--- config.mk ---
export PLATFORM = sky130hd
export DESIGN_NAME = fre_front
export DESIGN_NICKNAME = d
export VERILOG_FILES = /design/src/sv/fre_pkg.sv /design/src/sv/fre_front.sv
export SDC_FILE = /design/constraint.sdc
export NUM_CORES = 1
export LEC_CHECK = 0
export BUFFER_PORTS_ARGS = -buffer_cell sky130_fd_sc_hd__buf_2
export CAP_MARGIN = 20
export CORE_AREA = 4 4 99 101
export DETAILED_ROUTE_END_ITERATION = 8
export DIE_AREA = 0 0 103 105
export SYNTH_ARGS = -nofsm -noshare
export SYNTH_HDL_FRONTEND = slang
export SYNTH_SLANG_ARGS = --single-unit
--- constraint.sdc ---
create_clock -name vclk -period 2.51
set_input_delay 0.1255 -clock vclk [all_inputs]
set_output_delay 0.1255 -clock vclk [all_outputs]
set_load 0.02 [all_outputs]
--- src/sv/fre_pkg.sv ---
// Shared types and constants for the fragment reassembly engine.
// Used by the front classifier, the command queue, the back end and the top level.
package fre_pkg;

  localparam int FRAG_BYTES_DEF = 32;
  localparam int BUF_BYTES_DEF  = 1024;
  localparam int MAX_FRAGS_DEF  = 32;

  localparam int MAP_W       = 64;
  localparam int ADDR_W_MAX  = 12;
  localparam int WIDE_W      = 13;
  localparam int QUEUE_DEPTH = 2;

  localparam logic [15:0] TIMEOUT_RESET = 16'd1024;

  typedef enum logic [1:0] {
    OP_BYTE = 2'd0,
    OP_TICK = 2'd1,
    OP_READ = 2'd2,
    OP_NONE = 2'd3
  } fre_op_t;

  typedef enum logic [2:0] {
    KIND_STORED   = 3'd0,
    KIND_COMPLETE = 3'd1,
    KIND_DISCARD  = 3'd2,
    KIND_TIMEOUT  = 3'd3,
    KIND_READ     = 3'd4
  } fre_kind_t;

  typedef struct packed {
    fre_op_t                 op;
    logic [15:0]             sender;
    logic [7:0]              pkt_tag;
    logic [10:0]             total_len;
    logic [7:0]              payload_byte;
    logic                    byte_zero;
    logic                    frag_zero;
    logic                    in_range;
    logic                    map_ok;
    logic                    last;
    logic                    wr_en;
    logic                    rd_ok;
    logic                    too_many;
    logic [ADDR_W_MAX-1:0]   addr;
    logic [MAP_W-1:0]        frag_bit;
    logic [MAP_W-1:0]        need;
  } fre_cmd_t;

endpackage

--- src/sv/fre_front.sv ---
// Front classifier of the fragment reassembly engine.
// Decodes one input transaction into a command for the back end; uses fre_pkg.
module fre_front #(
  parameter int FRAG_BYTES = fre_pkg::FRAG_BYTES_DEF,
  parameter int BUF_BYTES  = fre_pkg::BUF_BYTES_DEF,
  parameter int MAX_FRAGS  = fre_pkg::MAX_FRAGS_DEF
) (
  input  logic [1:0]       in_op,
  input  logic [15:0]      in_sender,
  input  logic [7:0]       in_pkt_tag,
  input  logic [4:0]       in_frag_num,
  input  logic [10:0]      in_total_len,
  input  logic [4:0]       in_byte_index,
  input  logic [7:0]       in_payload_byte,
  input  logic             in_last_of_fragment,
  input  logic [9:0]       in_read_addr,
  output fre_pkg::fre_cmd_t cmd_o
);
  import fre_pkg::*;

  logic [WIDE_W-1:0] base;
  logic [WIDE_W-1:0] waddr;
  logic [WIDE_W-1:0] raddr;

  always_comb begin
    base  = WIDE_W'(in_frag_num) * WIDE_W'(FRAG_BYTES);
    waddr = base + WIDE_W'(in_byte_index);
    raddr = WIDE_W'(in_read_addr);

    cmd_o              = '0;
    cmd_o.op           = fre_op_t'(in_op);
    cmd_o.sender       = in_sender;
    cmd_o.pkt_tag      = in_pkt_tag;
    cmd_o.total_len    = in_total_len;
    cmd_o.payload_byte = in_payload_byte;
    cmd_o.byte_zero    = (in_byte_index == 5'd0);
    cmd_o.frag_zero    = (in_frag_num == 5'd0);
    cmd_o.map_ok       = 32'(in_frag_num) < MAX_FRAGS;
    cmd_o.in_range     = cmd_o.map_ok && (32'(base) < BUF_BYTES);
    cmd_o.last         = in_last_of_fragment;
    cmd_o.wr_en        = (32'(in_byte_index) < FRAG_BYTES) && (32'(waddr) < BUF_BYTES);
    cmd_o.rd_ok        = 32'(raddr) < BUF_BYTES;
    cmd_o.too_many     = 32'(in_total_len) > MAX_FRAGS * FRAG_BYTES;
    cmd_o.addr         = (cmd_o.op == OP_READ) ? raddr[ADDR_W_MAX-1:0]
                                               : waddr[ADDR_W_MAX-1:0];
    for (int i = 0; i < MAX_FRAGS; i++) begin
      cmd_o.frag_bit[i] = (32'(in_frag_num) == i);
      cmd_o.need[i]     = 32'(in_total_len) > i * FRAG_BYTES;
    end
  end

endmodule

==> results.py, run 1 <==
metrics = {
    "placed_design": {
        "io_buffers": 123,
        "hpwl_mm": 5.16,
        "place.gp.congestion": 0.900,
    },
    "detailed_routing": {
        "vias_per_cell": 3.94,
        "post-route-drc-count": 0,
        "wl_per_cell_um": 13.4,
        "dr.pass1.iters": 4,
        "wirelength_mm": 5.89,
        "drt_iter0_drc": 41,
        "num_vias": 1726,
        "drtAntennaViolNets": 0,
    },
    "critical_path": {
        "start_kind": "input port",
        "cp.required_ps": 2380,
        "cp.arrival_ps": 1510,
        "cp_max_fo": 8,
        "critPathKind": "input port to output port",
        "cp-end-kind": "output port",
    },
    "yosys": {
        "synth_area_um2": 1750,
        "synthCells": 267,
        "yosysSeqAreaShare": 0,
        "synth_top_area_cell": "buf_4",
        "synth.distinct_cells": 37,
        "yosys_warnings": 0,
        "synth_area_per_cell_um2": 6.55,
        "yosys-top-cells-area": "buf_4 51%, nor2_1 8.6%, mux2_2 6.4%",
        "yosys.area.top_type_share": 0.507,
    },
    "floorplanning": {
        "die_h_um": 105,
        "rows": 35,
        "die_w_um": 103,
        "ios": 259,
        "core_um2": 9020,
        "initial_core_util": 0.194,
        "die_area_um2": 10800,
    },
    "finish": {
        "multi_input_area_um2": 1040,
        "final_cell_mix": "123 x buf_2, 70 x conb_1, 40 x nor2_1",
        "drive_above_1_share": 0.440,
        "layout.filler_cells": 1044,
        "design.seq.count": 0,
        "nClkBuffers": 0,
        "synthToLayoutAreaGrowth_pct": 3.58,
        "layout_commonest_cell": "buf_2",
        "regArea_um2": 0,
        "final_nets": 391,
    },
    "global_routing": {
        "antenna_found_initial": 4,
        "grt_pass1_vias": 1511,
        "grt_max_degree": 20,
        "gr-total-overflow": 0,
        "grt_pass1_wl_mm": 7.75,
        "track_usage": 0.0903,
    },
    "sta": {
        "worstMarginPinSlew_ps": 750,
        "finalCritPeriodShare": 0.653,
        "setup-tns-final_ps": 0,
        "finalSetupViolCount": 0,
        "finalMaxSlewViolations": 0,
        "fmax_mhz": 610,
        "rsz0062_at_grt": "false",
        "fin_crit_ps": 1640,
        "hold_viol_final": 0,
        "relSlewSlack": 0.496,
    },
    "clocking": {
        "postCtsSetupRepairBufs": 0,
        "cts-resized-gates": 0,
        "cts_hold_buffers": 0,
    },
    "power": {
        "p_per_area_nw_per_um2": 212,
        "p_total_mw": 0.384,
        "ir_worst_vdd_uv": 71.8,
        "p_leak_nw": 0.951,
    },
    "flow_run": {
        "cap_violations": 0,
    },
    "worst_hold_path": {
        "hold_class": "input port to output port",
        "whs_path_depth": 0,
    },
    "status": {
        "status": "finished, final reports clean",
    },
}
==> metal layers <==
metal	global-route usage	share of wire
met5	0	0
met2	0.186	0.54
met1	0.0721	0.27
met4	0.0685	0.057
met3	0.00935	0.13
==> metrics by stage <==
stage	instances	area (um^2)	setup slack, ps	hold WS (ps)	util
6_report	438	1810	870	251	0.201
5_1_grt	438	1810	797	251	0.201
4_1_cts	434	1800	881	251	0.200
3_5_place_dp	434	1800	882	251	0.200
3_3_place_gp	434	1800	913	251	0.200
2_1_floorplan	335	2000	1130	331	-
==> cell families (layout without fill, tap and decap cells) <==
logic type / after synthesis / after routing / share of synthesized area
buf+inv: 136 / 124 / 0.550
mux: 10 / 10 / 0.0644
compound gates: 36 / 36 / 0.140
simple gates: 83 / 83 / 0.242
other cells: 2 / 74 / 0.00430
==> critical path, stage by stage <==
cell,delay (ps)
buf_2,110
or3_1,590
nor4_4,360
a21oi_1,120
buf_2,190
==> layout make-up <==
class / count / area share
Antenna cell: 4 / 0.00553
Inverter: 1 / 0.00207
Multi-Input combinational cell: 199 / 0.576
Tap cell: 111 / 0.0767
Timing Repair Buffer: 123 / 0.340
==> power breakdown <==
part,total (mW),switching [mW],internal (mW)
Clock,0.000000214,0,0.000000214
Combinational,0.384,0.288,0.0955
Sequential,0,0,0
Total,0.384,0.288,0.0955
==> cells in the mapped netlist, drive strengths merged <==
cell type / count
nor2: 40
or2: 2
nand3b: 3
or3: 3
nor4: 5
nand2: 8
inv: 1
a211o: 1
or3b: 1
clkbuf: 11
o22ai: 1
mux2: 10
o31ai: 2
o311ai: 1
a31o: 1
conb: 2
a31oi: 1
nand4: 1
nor3: 5
o21a: 1
o211ai: 1
a21boi: 1
o21ai: 19
o21bai: 5
buf: 124
and2: 1
a21oi: 2
nand3: 9
nand2b: 3
or4: 2
==> final timing paths <==
| check | from | to | slack, ps |
|---|---|---|---|
| worst max-delay path | in_total_len[0] | cmd_o[16] | 870 |
| worst min-delay path | in_last_of_fragment | cmd_o[143] | 250 |
Power figures use the tool's default switching activity.
==> run 2, diff against run 1 <==
- CORE_AREA: 4 4 99 101 -> 4 4 98 100
- DIE_AREA: 0 0 103 105 -> 0 0 102 104
- clock period: 2.51 -> 1.6 ns (I/O delays scaled with it)
==> run 2 against run 1 <==
Compared with the run above: non-clock buffer count up 6; via count rose by 3.4%; sequential share of layout area stayed put; hold slack lost 91 ps; critical path depth is 1 higher; utilization up 1.2 points; cell count is 0.46% higher; global-route usage is 0.64 points higher; combinational power increased by 61%; first-iteration DRC count down 12%; die area down 1.9%; routed wire length up 4.6%; critical endpoint is now cmd_o[3]; largest cell class unchanged; highest routed layer unchanged.
==> results.py, run 2 (synthesis results as in run 1) <==
metrics = {
    "finish": {
        "nClkBuffers": 0,
        "synthToLayoutAreaGrowth_pct": 5.80,
        "regArea_um2": 0,
        "design.seq.count": 0,
        "fin_area_um2": 1850,
        "layout_commonest_cell": "buf_2",
        "drive_above_1_share": 0.450,
        "final_cell_mix": "123 x buf_2, 70 x conb_1, 40 x nor2_1",
        "layout.filler_cells": 1013,
        "final_nets": 397,
        "instances_no_fill": 440,
        "final_core_util": 0.213,
    },
    "sta": {
        "fmax_mhz": 703,
        "rsz0062_at_grt": "false",
        "hold_slack_ps": 160,
        "fin_crit_ps": 1420,
        "setup-tns-final_ps": 0,
        "setup_slack_ps": 178,
        "finalCritPeriodShare": 0.889,
        "hold_viol_final": 0,
        "finalMaxSlewViolations": 0,
        "finalSetupViolCount": 0,
    },
    "critical_path": {
        "cp_num_buf_inv": 3,
        "crit_chain": "buf_2, or3_1, buf_4, o211ai_2, nand3_1, buf_2",
        "cpMostUsedCell": "buf_2",
        "cp.arrival_ps": 1340,
        "slowest_delay_ps": 370,
        "cp_max_fo": 8,
        "cp_top_family": "simple AND/OR/NAND/NOR gates",
        "critPathSlowestCell": "or3_1",
        "start_kind": "input port",
        "cp.required_ps": 1520,
        "critPathKind": "input port to output port",
        "cp-end-kind": "output port",
    },
    "placed_design": {
        "dp.cells": 437,
        "dp_slack_ps": 165,
        "placed_cell_area_um2": 1840,
        "place.gp.congestion": 0.901,
        "io_buffers": 123,
        "hpwl_mm": 5.44,
    },
    "power": {
        "ir_worst_vdd_uv": 126,
        "swShare": 0.744,
        "p_per_area_nw_per_um2": 335,
        "pwr-share-seq": 0,
        "p_total_mw": 0.619,
        "power.switching_mw": 0.461,
        "p_leak_nw": 0.981,
        "clkPwrFrac": 0,
        "p_int_mw": 0.159,
        "combPwrFrac": 1.000,
    },
    "detailed_routing": {
        "post-route-drc-count": 0,
        "vias_per_cell": 4.05,
        "wirelength_mm": 6.16,
        "num_vias": 1784,
        "drt_iter0_drc": 36,
        "dr.pass1.iters": 4,
        "drtAntennaViolNets": 0,
        "wl_per_cell_um": 14.0,
    },
    "global_routing": {
        "grt_pass1_wl_mm": 8.29,
        "track_usage": 0.0967,
        "gr-total-overflow": 0,
        "grt_pass1_vias": 1528,
        "grt_max_degree": 20,
        "antenna_found_initial": 3,
    },
    "floorplanning": {
        "ios": 259,
        "die_area_um2": 10600,
        "initial_core_util": 0.201,
        "die_w_um": 102,
        "core_um2": 8680,
        "die_h_um": 104,
        "rows": 34,
    },
    "worst_hold_path": {
        "hold_class": "input port to output port",
    },
    "clocking": {
        "cts_hold_buffers": 0,
        "postCtsSetupRepairBufs": 0,
        "cts-resized-gates": 0,
    },
    "status": {
        "status": "finished, final reports clean",
    },
    "flow_run": {
        "cap_violations": 0,
    },
}
-- run 2: cell types whose count changed in the layout (fill, tap and decap cells not counted), sizes merged --
cell / change
buf: +6
diode: -1
-- run 2: per-layer routing --
metal | vias to the layer above | GRT usage | wire, um
met4 | 0 | 0.0384 | 218
met1 | 770 | 0.0829 | 1650
met3 | 22 | 0.0107 | 767
met5 | - | 0 | 0
met2 | 172 | 0.210 | 3520
li1 | 820 | - | -
-- run 2: layout make-up --
class	count	area, um^2	share of cell area
repair buffers	129	661	0.357
well taps	108	135	0.0731
diodes	3	7.51	0.00406
inverters	1	3.75	0.00203
multi-input cells	199	1040	0.564
-- run 2: power by group through the flow --
| stage | Combinational, mW | Clock [mW] | Sequential [mW] |
|---|---|---|---|
| 6_report | 0.619 | 0.000000251 | 0 |
| 5_1_grt | 0.664 | 0.000000251 | 0 |
| 4_1_cts | 0.615 | 0 | 0 |
| 3_5_place_dp | 0.614 | 0 | 0 |
| 3_3_place_gp | 0.611 | 0 | 0 |
| 2_1_floorplan | 0.707 | 0 | 0 |
-- run 2: path summary, 6_finish.rpt --
check         end  cells after the start  slack, ps          startpoint
max      cmd_o[3]                      6        180     in_total_len[0]
min    cmd_o[151]                      0        160  in_payload_byte[3]
