$ cat config.mk
export PLATFORM = sky130hd
export DESIGN_NAME = fre_queue
export DESIGN_NICKNAME = d
export VERILOG_FILES = /design/src/sv/fre_pkg.sv /design/src/sv/fre_queue.sv
export SDC_FILE = /design/constraint.sdc
export NUM_CORES = 1
export LEC_CHECK = 0
export BUFFER_PORTS_ARGS = -buffer_cell sky130_fd_sc_hd__buf_2
export CORE_MARGIN = 2
export CORE_UTILIZATION = 34
export DETAILED_ROUTE_END_ITERATION = 16
export PLACE_DENSITY = 0.68
export SETUP_SLACK_MARGIN = 0.05
export SYNTH_ARGS = -nofsm -noshare
export SYNTH_HDL_FRONTEND = slang
export SYNTH_SLANG_ARGS = --single-unit
$ cat constraint.sdc
create_clock -name clk -period 7.25 [get_ports clk]
set_clock_uncertainty 0.2 [all_clocks]
set_input_delay 1.0875 -clock clk [delete_from_list [all_inputs] [get_ports clk]]
set_output_delay 1.0875 -clock clk [all_outputs]
set_load 0.01 [all_outputs]
$ cat src/sv/fre_pkg.sv
// Shared types and constants for the fragment reassembly engine.
// Used by the front classifier, the command queue, the back end and the top level.
package fre_pkg;

  localparam int FRAG_BYTES_DEF = 32;
  localparam int BUF_BYTES_DEF  = 1024;
  localparam int MAX_FRAGS_DEF  = 32;

  localparam int MAP_W       = 64;
  localparam int ADDR_W_MAX  = 12;
  localparam int WIDE_W      = 13;
  localparam int QUEUE_DEPTH = 2;

  localparam logic [15:0] TIMEOUT_RESET = 16'd1024;

  typedef enum logic [1:0] {
    OP_BYTE = 2'd0,
    OP_TICK = 2'd1,
    OP_READ = 2'd2,
    OP_NONE = 2'd3
  } fre_op_t;

  typedef enum logic [2:0] {
    KIND_STORED   = 3'd0,
    KIND_COMPLETE = 3'd1,
    KIND_DISCARD  = 3'd2,
    KIND_TIMEOUT  = 3'd3,
    KIND_READ     = 3'd4
  } fre_kind_t;

  typedef struct packed {
    fre_op_t                 op;
    logic [15:0]             sender;
    logic [7:0]              pkt_tag;
    logic [10:0]             total_len;
    logic [7:0]              payload_byte;
    logic                    byte_zero;
    logic                    frag_zero;
    logic                    in_range;
    logic                    map_ok;
    logic                    last;
    logic                    wr_en;
    logic                    rd_ok;
    logic                    too_many;
    logic [ADDR_W_MAX-1:0]   addr;
    logic [MAP_W-1:0]        frag_bit;
    logic [MAP_W-1:0]        need;
  } fre_cmd_t;

endpackage

$ cat src/sv/fre_queue.sv
// Short command queue between the front classifier and the back end.
// Holds fre_pkg::fre_cmd_t entries so that each side can stall on its own.
module fre_queue (
  input  logic              clk,
  input  logic              rst_n,
  input  logic              in_valid,
  output logic              in_ready,
  input  fre_pkg::fre_cmd_t in_cmd,
  output logic              out_valid,
  input  logic              out_ready,
  output fre_pkg::fre_cmd_t out_cmd
);
  import fre_pkg::*;

  localparam int PTR_W = (QUEUE_DEPTH > 1) ? $clog2(QUEUE_DEPTH) : 1;
  localparam int CNT_W = $clog2(QUEUE_DEPTH + 1);

  fre_cmd_t         ent_r [QUEUE_DEPTH];
  logic [PTR_W-1:0] wptr_r, wptr_nxt;
  logic [PTR_W-1:0] rptr_r, rptr_nxt;
  logic [CNT_W-1:0] cnt_r, cnt_nxt;
  logic             push, pop;

  assign in_ready  = (cnt_r != CNT_W'(QUEUE_DEPTH));
  assign out_valid = (cnt_r != '0);
  assign push      = in_valid && in_ready;
  assign pop       = out_valid && out_ready;
  assign out_cmd   = ent_r[rptr_r];

  always_comb begin
    wptr_nxt = push ? wptr_r + 1'b1 : wptr_r;
    rptr_nxt = pop ? rptr_r + 1'b1 : rptr_r;
    cnt_nxt  = cnt_r + CNT_W'(push) - CNT_W'(pop);
  end

  always_ff @(posedge clk) begin
    if (!rst_n) begin
      wptr_r <= '0;
      rptr_r <= '0;
      cnt_r  <= '0;
    end else begin
      wptr_r <= wptr_nxt;
      rptr_r <= rptr_nxt;
      cnt_r  <= cnt_nxt;
    end
  end

  always_ff @(posedge clk) begin
    if (push) begin
      ent_r[wptr_r] <= in_cmd;
    end
  end

endmodule

==> impl_metrics.json, run 1 <==
{
  "cp_slowest_stage_delay_ns": 0.61,
  "grt_pass1_wl_um": 43800,
  "hold_path_depth": 2,
  "hold_viol": 0,
  "cts_hold_buffers": 0,
  "cts-buffers-inserted": 41,
  "timing.critical_path.arrival_ns": 2.48,
  "final_core_util": 0.437,
  "ant_nets": 0,
  "synth-main-ff-cell": "edfxtp_1",
  "yosys_register_bits": 391,
  "worst_flop_to_flop_path_endpoint": "ent_r[0][156]",
  "mappedNetlistNets": 827,
  "n_fill_cell": 3703,
  "synth_fa_ha_area_frac": 0.000878,
  "hold_start": "rptr_r",
  "slew_violations": 0,
  "dp_hpwl_um": 18800,
  "power.share.sequential": 0.474,
  "report.final.setup_viol": 0,
  "drt_iter0_drc": 318,
  "critPathLaunchType": "flop",
  "synthArstFlopShare": 0,
  "syn_area_per_cell_um2": 22.6,
  "remaining_drc_errors": 0,
  "reg2reg_from": "cnt_r[0]",
  "cell_internal_pwr_uw": 4410,
  "synth_top_area_cell": "edfxtp_1",
  "synthesized_instance_count": 629,
  "synth_compound_area_frac": 0.00378,
  "cp_max_fo": 193,
  "via_count": 7329,
  "pwr_density_cell_nw_per_um2": 328,
  "wl_per_cell_um": 17.9,
  "finalCritPeriodShare": 0.520,
  "core_region_area_um2": 41100,
  "totalWireLength_um": 29000,
  "max-slew-margin-rel": 0.134,
  "leakagePower_uw": 0.00660,
  "clock-sinks": 391,
  "initial_core_util": 0.346,
  "ff2ff_setup_slack_ns": 4.47,
  "critPathCaptureType": "output pin",
  "chipHeight_um": 209,
  "sw_frac_of_total": 0.254,
  "report.power.total_uw": 5910,
  "pin_count": 392,
  "synthMuxAreaShare": 0.153,
  "detail_route.first_pass.iterations": 4,
  "synthesis.area_um2": 14200,
  "yosysUniqueCellTypes": 24,
  "reg2reg_depth": 4,
  "final_cell_area_um2": 18000,
  "switchingPower_uw": 1500,
  "cts_setup_buffers": 0,
  "drv_cap": 0,
  "worst_hold_path_type": "flop to flop",
  "die_area_um2": 43500,
  "vias_in_the_first_global_route": 7834,
  "row_count": 74,
  "synth_edf_count": 386,
  "cts.repair.resized": 0,
  "synth-warning-count": 0,
  "clk_pin_slew_ns": 0.05,
  "fmax_ghz": 0.265,
  "detail_route.vias_per_cell": 4.53,
  "synth_top_area_share": 0.814,
  "clock_insertion_delay_worst_skew_ns": 0.54,
  "chipWidth_um": 209,
  "synth_common_cells": "edfxtp_1, mux2_2, buf_6",
  "area_growth_syn_to_layout_pct": 26.2,
  "critical_path_class": "flop to output pin",
  "rsz_0062_raised_after_global_routing": "no",
  "tritoncts": "yes",
  "antenna_found_initial": 7,
  "final-seq-area_um2": 11700,
  "combinational_family_with_the_most_area_after_synthesis": "multiplexers",
  "synthSimpleGateAreaFrac": 0.00518,
  "yosys-top-cells-area": "edfxtp_1, mux2_2, buf_6",
  "status": "finished clean",
  "share_of_the_synthesized_netlist_area_taken_by_xor_and_xnor_gates": 0.000615,
  "layout-drive-gt1-share": 0.602,
  "buffer_ports.inserted": 391,
  "power.combinational.fraction": 0.199,
  "setup-tns-final_ns": 0,
  "cell_with_the_most_instances_after_synthesis": "edfxtp_1",
  "num-nets-final": 1246,
  "max-clock-path-buffers": 3,
  "fin_crit_ns": 3.77,
  "cts-htree-levels": 2,
  "worst_path_max_delay_cell": "buf_12",
  "grt_use_total": 0.130,
  "yosysSeqAreaShare": 0.821,
  "worstMarginPinSlew_ns": 1.30,
  "peakVddDrop_uv": 225,
  "placedInstanceArea_um2": 16700,
  "grt_max_degree": 194,
  "crit_required_ns": 5.96,
  "cts.root.buffer_cell": "clkbuf_16",
  "clkPwrFrac": 0.327,
  "multiInputGateArea_um2": 2340,
  "global_route.overflow_total": 0,
  "path_cells": "buf_12 -> mux2_2 -> buf_2",
  "gp_routability_congestion": 0.733
}
-- worst max path at each step --
stage	slack [ns]	cells after the start	end
after detailed placement	3.82	4	ent_r[0][68]
after floorplan	0.92	1	ent_r[1][0]
after global placement	3.86	4	ent_r[0][176]
final	3.48	3	out_cmd[100]
after global routing	3.43	3	out_cmd[17]
after CTS	3.55	3	out_cmd[91]
-- flip-flops by register name, indices dropped and copies added (netlist names), named ones only --
signal and flops:
rptr_r 1, cnt_r 2, ent_r 386, wptr_r 1
-- final cells by class --
| type | count | share of cell area |
|---|---|---|
| clock buffer | 53 | 0.0619 |
| inverter | 1 | 0.000626 |
| timing repair buffer | 397 | 0.112 |
| multi-input combinational | 216 | 0.130 |
| sequential | 391 | 0.650 |
| antenna | 6 | 0.000835 |
| tap | 532 | 0.0370 |
| clock inverter | 21 | 0.00724 |
-- layout by cell type, fill, tap and decap left out, types with 2 or more instances in the layout --
| master | n |
|---|---|
| clkbuf_16 | 43 |
| diode_2 | 6 |
| clkinvlp_4 | 2 |
| dfxtp_1 | 4 |
| clkinv_2 | 6 |
| mux2_2 | 193 |
| and2_1 | 3 |
| o21ai_0 | 2 |
| nand2b_1 | 2 |
| nor2_1 | 2 |
| clkbuf_1 | 10 |
| buf_4 | 5 |
| edfxtp_1 | 386 |
| a21bo_2 | 2 |
| buf_2 | 391 |
| clkinv_1 | 10 |
-- critical path, delay by kind of cell, from the launching register on --
family | cells | cell delay [ns]
flops | 1 | 0.35
buf+inv | 2 | 0.76
mux | 1 | 0.45
-- through the flow --
step | worst slack (ns) | cells | hold slack, ns
2_1_floorplan | 0.923 | 629 | 0.329
3_3_place_gp | 3.86 | 1537 | 0.364
3_5_place_dp | 3.82 | 1537 | 0.382
4_1_cts | 3.55 | 1611 | 0.396
5_1_grt | 3.43 | 1617 | 0.429
6_report | 3.48 | 1617 | 0.388
-- kinds of logic after synthesis --
logic type,after synthesis
fa+ha+maj,1
mux,194
simple gates,13
buf+inv,22
flops,391
compound gates,7
xor+xnor,1
-- power groups by stage --
stage | Sequential [uW] | Combinational [uW] | Clock, uW
final | 2800 | 1170 | 1930
after global routing | 2820 | 1260 | 2090
after CTS | 2800 | 1200 | 2010
after detailed placement | 2850 | 1190 | 0
after global placement | 2840 | 1180 | 0
after floorplan | 2870 | 762 | 0
-- layer usage --
metal / vias to the layer above / routed length [um] / GRT usage
li1: 3366 / - / -
met4: 2 / 1040 / 0.0702
met1: 3647 / 11200 / 0.148
met2: 258 / 14600 / 0.219
met5: - / 11 / 0
met3: 56 / 2180 / 0.0407
Note: power is estimated with default switching activity, not from simulation.
==> inputs of run 2 (changes only) <==
==> constraint.sdc (replaced) <==
create_clock -name clk -period 3.7 [get_ports clk]
set_clock_uncertainty 0.2 [all_clocks]
set_input_delay 0.555 -clock clk [delete_from_list [all_inputs] [get_ports clk]]
set_output_delay 0.555 -clock clk [all_outputs]
set_load 0.01 [all_outputs]
==> run 2 against run 1 <==
Power grew 100%. Via count up 11%. Non-clock buffer count is 212 higher. Cell count grew 12%. Largest cell class unchanged. Core utilization grew 5.1 points. Register-to-register slack lost 3.2 ns.
==> impl_metrics.json, run 2 (same netlist as run 1, synthesis figures left out) <==
{
  "hold_viol": 0,
  "rsz_0062_raised_after_global_routing": "no",
  "die_area_um2": 43500,
  "grt_max_degree": 79,
  "diodes": 0,
  "wl_per_cell_um": 17.6,
  "max-clock-path-buffers": 3,
  "ant_nets": 0,
  "area_growth_syn_to_layout_pct": 41.1,
  "drv_cap": 0,
  "cts_setup_buffers": 0,
  "core_region_area_um2": 41100,
  "preCtsSetupSlack_ns": 1.09,
  "worst_path_max_delay_cell": "dfxtp_4",
  "path_cells": "buf_12 -> buf_12 -> mux2_2 -> buf_2",
  "layout-drive-gt1-share": 0.524,
  "placedInstanceArea_um2": 17000,
  "clock_insertion_delay_worst_skew_ns": 0.55,
  "row_count": 74,
  "via_count": 8137,
  "grt_use_total": 0.144,
  "largest_registers": "ent_r x386, cnt_r x2",
  "drt_iter0_drc": 326,
  "critical_path_class": "flop to output pin",
  "slew_violations": 0,
  "status": "finished clean",
  "global_route.overflow_total": 0,
  "cts.repair.resized": 0,
  "leakagePower_uw": 0.00752,
  "worst_hold_path_type": "input port to flop",
  "cts.root.buffer_cell": "clkbuf_16",
  "buffer_ports.inserted": 391,
  "cp_slowest_stage_delay_ns": 0.56,
  "cts-htree-levels": 2,
  "dp_hpwl_um": 20600,
  "pin_count": 392,
  "antenna_found_initial": 0,
  "cp_max_fo": 41,
  "most-common-layout-cells": "buf_2, edfxtp_1, mux2_2",
  "finalCritPeriodShare": 0.797,
  "chipWidth_um": 209,
  "final-instance-count-excl-fill": 1818,
  "initial_core_util": 0.346,
  "gp_routability_congestion": 0.726,
  "crit_required_ns": 2.94,
  "report.power.total_uw": 11900,
  "critical_path.most_common_cell": "buf_12",
  "clock-sinks": 391,
  "pwr_density_cell_nw_per_um2": 590,
  "max-slew-margin-rel": 0.448,
  "detail_route.first_pass.iterations": 6,
  "critPathLaunchType": "flop",
  "peakVddDrop_uv": 392,
  "cts-buffers-inserted": 40,
  "detail_route.vias_per_cell": 4.48,
  "clk_pin_slew_ns": 0.06,
  "final_cell_area_um2": 20100,
  "post-route-worst-setup-slack_ns": 0.749,
  "layout.cells.most_common": "buf_2",
  "grt_pass1_wl_um": 48800,
  "totalWireLength_um": 32000,
  "worstMarginPinSlew_ns": 0.826,
  "tritoncts": "yes",
  "chipHeight_um": 209,
  "critPathCaptureType": "output pin",
  "vias_in_the_first_global_route": 8817,
  "cts_hold_buffers": 190,
  "remaining_drc_errors": 0,
  "setup-tns-final_ns": 0,
  "fin_crit_ns": 2.95,
  "regMostFlops": "ent_r",
  "fmax_ghz": 0.339,
  "report.final.setup_viol": 0,
  "timing.critical_path.arrival_ns": 2.20,
  "dp.cells": 1559,
  "num-nets-final": 1457,
  "largest_register_ffs": 386
}
-- run 2: cell count changes in the layout (fill, tap and decap cells not counted), sizes merged, moves of 2 or more --
cell / previous run / this run
diode: 6 / 0
clkbuf: 53 / 49
buf: 397 / 419
dlygate4sd3: 0 / 190
clkinvlp: 2 / 4
clkinv: 17 / 13
-- run 2: path summary, 6_finish.rpt --
kind                    from            to  slack [ns]  cells after the start
setup / recovery        flop   out_cmd[55]        0.75                      4
hold / removal    in_cmd[43]  ent_r[1][43]        0.05                      1
setup reg to reg    cnt_r[1]  ent_r[0][84]        1.27                      4
hold reg to reg       rptr_r          flop        0.40                      2
-- run 2: layer usage --
metal  up-vias  track usage  wire length, um
met1      4008        0.164            12300
met2       285        0.252            16500
li1       3775            -                -
met3        69       0.0448             2200
met4         0       0.0564             1050
met5         -            0                0
-- run 2: worst max-delay path: cells and delay by family, from the launching register on --
family | cells | cell delay, ns
buffers and inverters | 3 | 0.66
flip-flops | 1 | 0.56
multiplexers | 1 | 0.38
-- run 2: stage by stage --
step | hold WS, ns | utilization
3_5_place_dp | 0.397 | 0.413
6_report | 0.0472 | 0.489
3_3_place_gp | 0.370 | 0.413
4_1_cts | 0.00443 | 0.489
2_1_floorplan | 0.352 | -
5_1_grt | 0.000592 | 0.489
-- run 2: cell type report --
class	count	area [um2]
timing repair buffer	609	4170
clock inverter	20	161
clock buffer	49	1060
multi-input combinational	216	2340
inverter	1	7.51
tap	532	666
sequential	391	11700
fill	3384	21000
-- run 2: power breakdown --
part | internal (uW) | switching (uW) | total [uW]
Sequential | 5380 | 131 | 5520
Clock | 2170 | 1610 | 3780
Combinational | 1260 | 1300 | 2560
==> inputs of run 3 (changes only) <==
--- a/config.mk
+++ b/config.mk
@@ -5,11 +5,12 @@
 export SDC_FILE = /design/constraint.sdc
 export NUM_CORES = 1
 export LEC_CHECK = 0
+export ABC_AREA = 1
 export BUFFER_PORTS_ARGS = -buffer_cell sky130_fd_sc_hd__buf_2
 export CORE_MARGIN = 2
 export CORE_UTILIZATION = 34
 export DETAILED_ROUTE_END_ITERATION = 16
-export PLACE_DENSITY = 0.68
+export PLACE_DENSITY = 0.7
 export SETUP_SLACK_MARGIN = 0.05
 export SYNTH_ARGS = -nofsm -noshare
 export SYNTH_HDL_FRONTEND = slang
==> constraint.sdc (replaced) <==
create_clock -name clk -period 2.58 [get_ports clk]
set_clock_uncertainty 0.2 [all_clocks]
set_input_delay 0.387 -clock clk [delete_from_list [all_inputs] [get_ports clk]]
set_output_delay 0.387 -clock clk [all_outputs]
set_load 0.01 [all_outputs]
==> run 3 against run 2 <==
Synthesized cell count grew 1.1%. Die area shrank 0.21%. Setup slack lost 0.67 ns. Routed wire length grew 3.7%. Power grew 56%. Clock power grew 43%. Critical path depth shrank 1. Count of clock-buffer cells in the layout grew 3. Final area grew 1.6%. Critical path type unchanged. Largest cell class unchanged.
==> impl_metrics.json, run 3 <==
{
  "status": "finished clean",
  "dp.cells": 1564,
  "yosys-top-cells-area": "edfxtp_1, mux2_2, buf_6",
  "hold_start": "in_valid",
  "global_route.overflow_total": 0,
  "buffer_ports.inserted": 391,
  "crit_required_ns": 1.99,
  "row_count": 74,
  "num-nets-final": 1469,
  "clock_insertion_delay_worst_skew_ns": 0.54,
  "leakagePower_uw": 0.00772,
  "grt_pass1_wl_um": 49500,
  "cp_max_fo": 54,
  "grt_use_total": 0.148,
  "fmax_ghz": 0.401,
  "final-instance-count-excl-fill": 1832,
  "slew_violations": 0,
  "diodes": 0,
  "initial_core_util": 0.347,
  "synth_edf_count": 386,
  "yosys_register_bits": 391,
  "synthesized_instance_count": 636,
  "worst_flop_to_flop_path_endpoint": "ent_r[1][147]",
  "synth_top_area_cell": "edfxtp_1",
  "synth-main-ff-cell": "edfxtp_1",
  "worstMarginPinSlew_ns": 0.554,
  "ant_nets": 0,
  "hold_viol": 0,
  "largest_registers": "ent_r x386, cnt_r x2",
  "detail_route.vias_per_cell": 4.49,
  "layout.cells.most_common": "edfxtp_1",
  "fin_crit_ns": 2.50,
  "clock-sinks": 391,
  "chipHeight_um": 208,
  "reg2reg_from": "cnt_r[1]",
  "peakVddDrop_uv": 752,
  "critPathCaptureType": "output pin",
  "via_count": 8221,
  "hold_path_depth": 5,
  "cell_with_the_most_instances_after_synthesis": "edfxtp_1",
  "area_growth_syn_to_layout_pct": 43.6,
  "fin_hold_ws_ns": 0.0562,
  "dp_hpwl_um": 20900,
  "grt_max_degree": 87,
  "pin_count": 392,
  "mappedNetlistNets": 834,
  "drt_iter0_drc": 375,
  "report.final.setup_viol": 0,
  "totalWireLength_um": 33100,
  "syn_area_per_cell_um2": 22.3,
  "pwr_density_cell_nw_per_um2": 904,
  "timing.critical_path.arrival_ns": 1.91,
  "rsz_0062_raised_after_global_routing": "yes",
  "worst_hold_path_type": "input port to flop",
  "critPathLaunchType": "flop",
  "ff2ff_setup_slack_ns": 0.70,
  "reg2reg_depth": 5,
  "clk_pin_slew_ns": 0.06,
  "die_area_um2": 43500,
  "most-common-layout-cells": "edfxtp_1, buf_2, dlygate4sd3_1",
  "chipWidth_um": 208,
  "synth_common_cells": "edfxtp_1, mux2_2, buf_6",
  "vias_in_the_first_global_route": 8873,
  "largest_register_ffs": 386,
  "synthArstFlopShare": 0,
  "max-slew-margin-rel": 0.631,
  "cts.root.buffer_cell": "clkbuf_16",
  "critical_path_class": "flop to output pin",
  "wl_per_cell_um": 18.1,
  "yosysSeqAreaShare": 0.823,
  "finalCritPeriodShare": 0.968,
  "cts-htree-levels": 2,
  "remaining_drc_errors": 0,
  "synthesis.area_um2": 14200,
  "cts-buffers-inserted": 40,
  "synth_top_area_share": 0.815,
  "antenna_found_initial": 0,
  "detail_route.first_pass.iterations": 4,
  "tritoncts": "yes",
  "gp_routability_congestion": 0.744,
  "core_region_area_um2": 41000,
  "hold_end": "wptr_r",
  "yosysUniqueCellTypes": 13,
  "drv_cap": 0,
  "report.power.total_uw": 18400,
  "synth-warning-count": 0,
  "regMostFlops": "ent_r",
  "max-clock-path-buffers": 3,
  "final_core_util": 0.498,
  "layout-drive-gt1-share": 0.521
}
run 3: cell types whose count changed after synthesis, sizes merged, moves of 2 or more:
cell    previous run  this run
nand2b             2         0
nor2               2         9
and2               3         0
inv                1         7
nand2              1        11
o21ai              2         0
a21bo              2         0
run 3: routing by layer:
layer	share of wire	wire, um	GRT usage	vias to the layer above
li1	-	-	-	3796
met1	0.39	12800	0.166	4077
met2	0.52	17300	0.267	290
met3	0.065	2170	0.0408	58
met4	0.026	874	0.0561	0
met5	0	0	0	-
run 3: final cells by class:
class                           count  area (um2)
Fill cell                        3351       20600
Sequential cell                   391       11700
Timing Repair Buffer              614        4400
Multi-Input combinational cell    217        2410
Clock buffer                       52        1080
Tap cell                          532         666
Clock inverter                     19         139
Inverter                            7        26.3
run 3: how the worst max path moves through the flow:
stage | startpoint | to | slack, ns | cells past startpoint
finish | flop | out_cmd[164] | 0.08 | 3
global route | flop | out_cmd[164] | -0.01 | 3
CTS | flop | out_cmd[29] | 0.02 | 3
detailed placement | flop | out_cmd[41] | 0.59 | 4
global placement | flop | out_cmd[7] | 0.60 | 4
floorplan | cnt_r[0] | ent_r[1][0] | -1.44 | 4
run 3: metrics by stage:
| stage | setup TNS, ns | instance area [um2] | setup slack (ns) |
|---|---|---|---|
| after floorplan | -553.69 | 14200 | -1.44 |
| final | 0 | 20400 | 0.0833 |
| after detailed placement | 0 | 17000 | 0.587 |
| after global placement | 0 | 17000 | 0.605 |
| after CTS | 0 | 20200 | 0.0246 |
| after global routing | -0.0860 | 20400 | -0.0129 |
run 3: cells by family after synthesis:
group | Yosys count | share of synthesized area
AOI/OAI and AO/OA | 1 | 0.000352
xor gates and xnor gates | 1 | 0.000616
adders and majority gates | 1 | 0.000880
buffers and inverters | 28 | 0.0171
DFF | 391 | 0.823
muxes | 193 | 0.153
and+or+nand+nor | 21 | 0.00563
run 3: critical path, stage by stage (launching register included):
cell     delay [ns]
dfxtp_4        0.46
buf_16         0.26
mux2_2         0.40
buf_2          0.14
run 3: repair_timing:
item / in CTS / in global routing
resized for setup: 9 / 47
buffers inserted: 2 / 0
hold endpoints to repair: 391 / 0
hold buffers: 194 / 0
cloned: 1 / 0
setup endpoints to repair: 82 / 156
run 3: power by group:
part           leakage [uW]  switching, uW  total [uW]  internal [uW]
clock network      0.000594           2320        5390           3060
registers           0.00365            240        8290           8050
logic               0.00348           2420        4770           2340
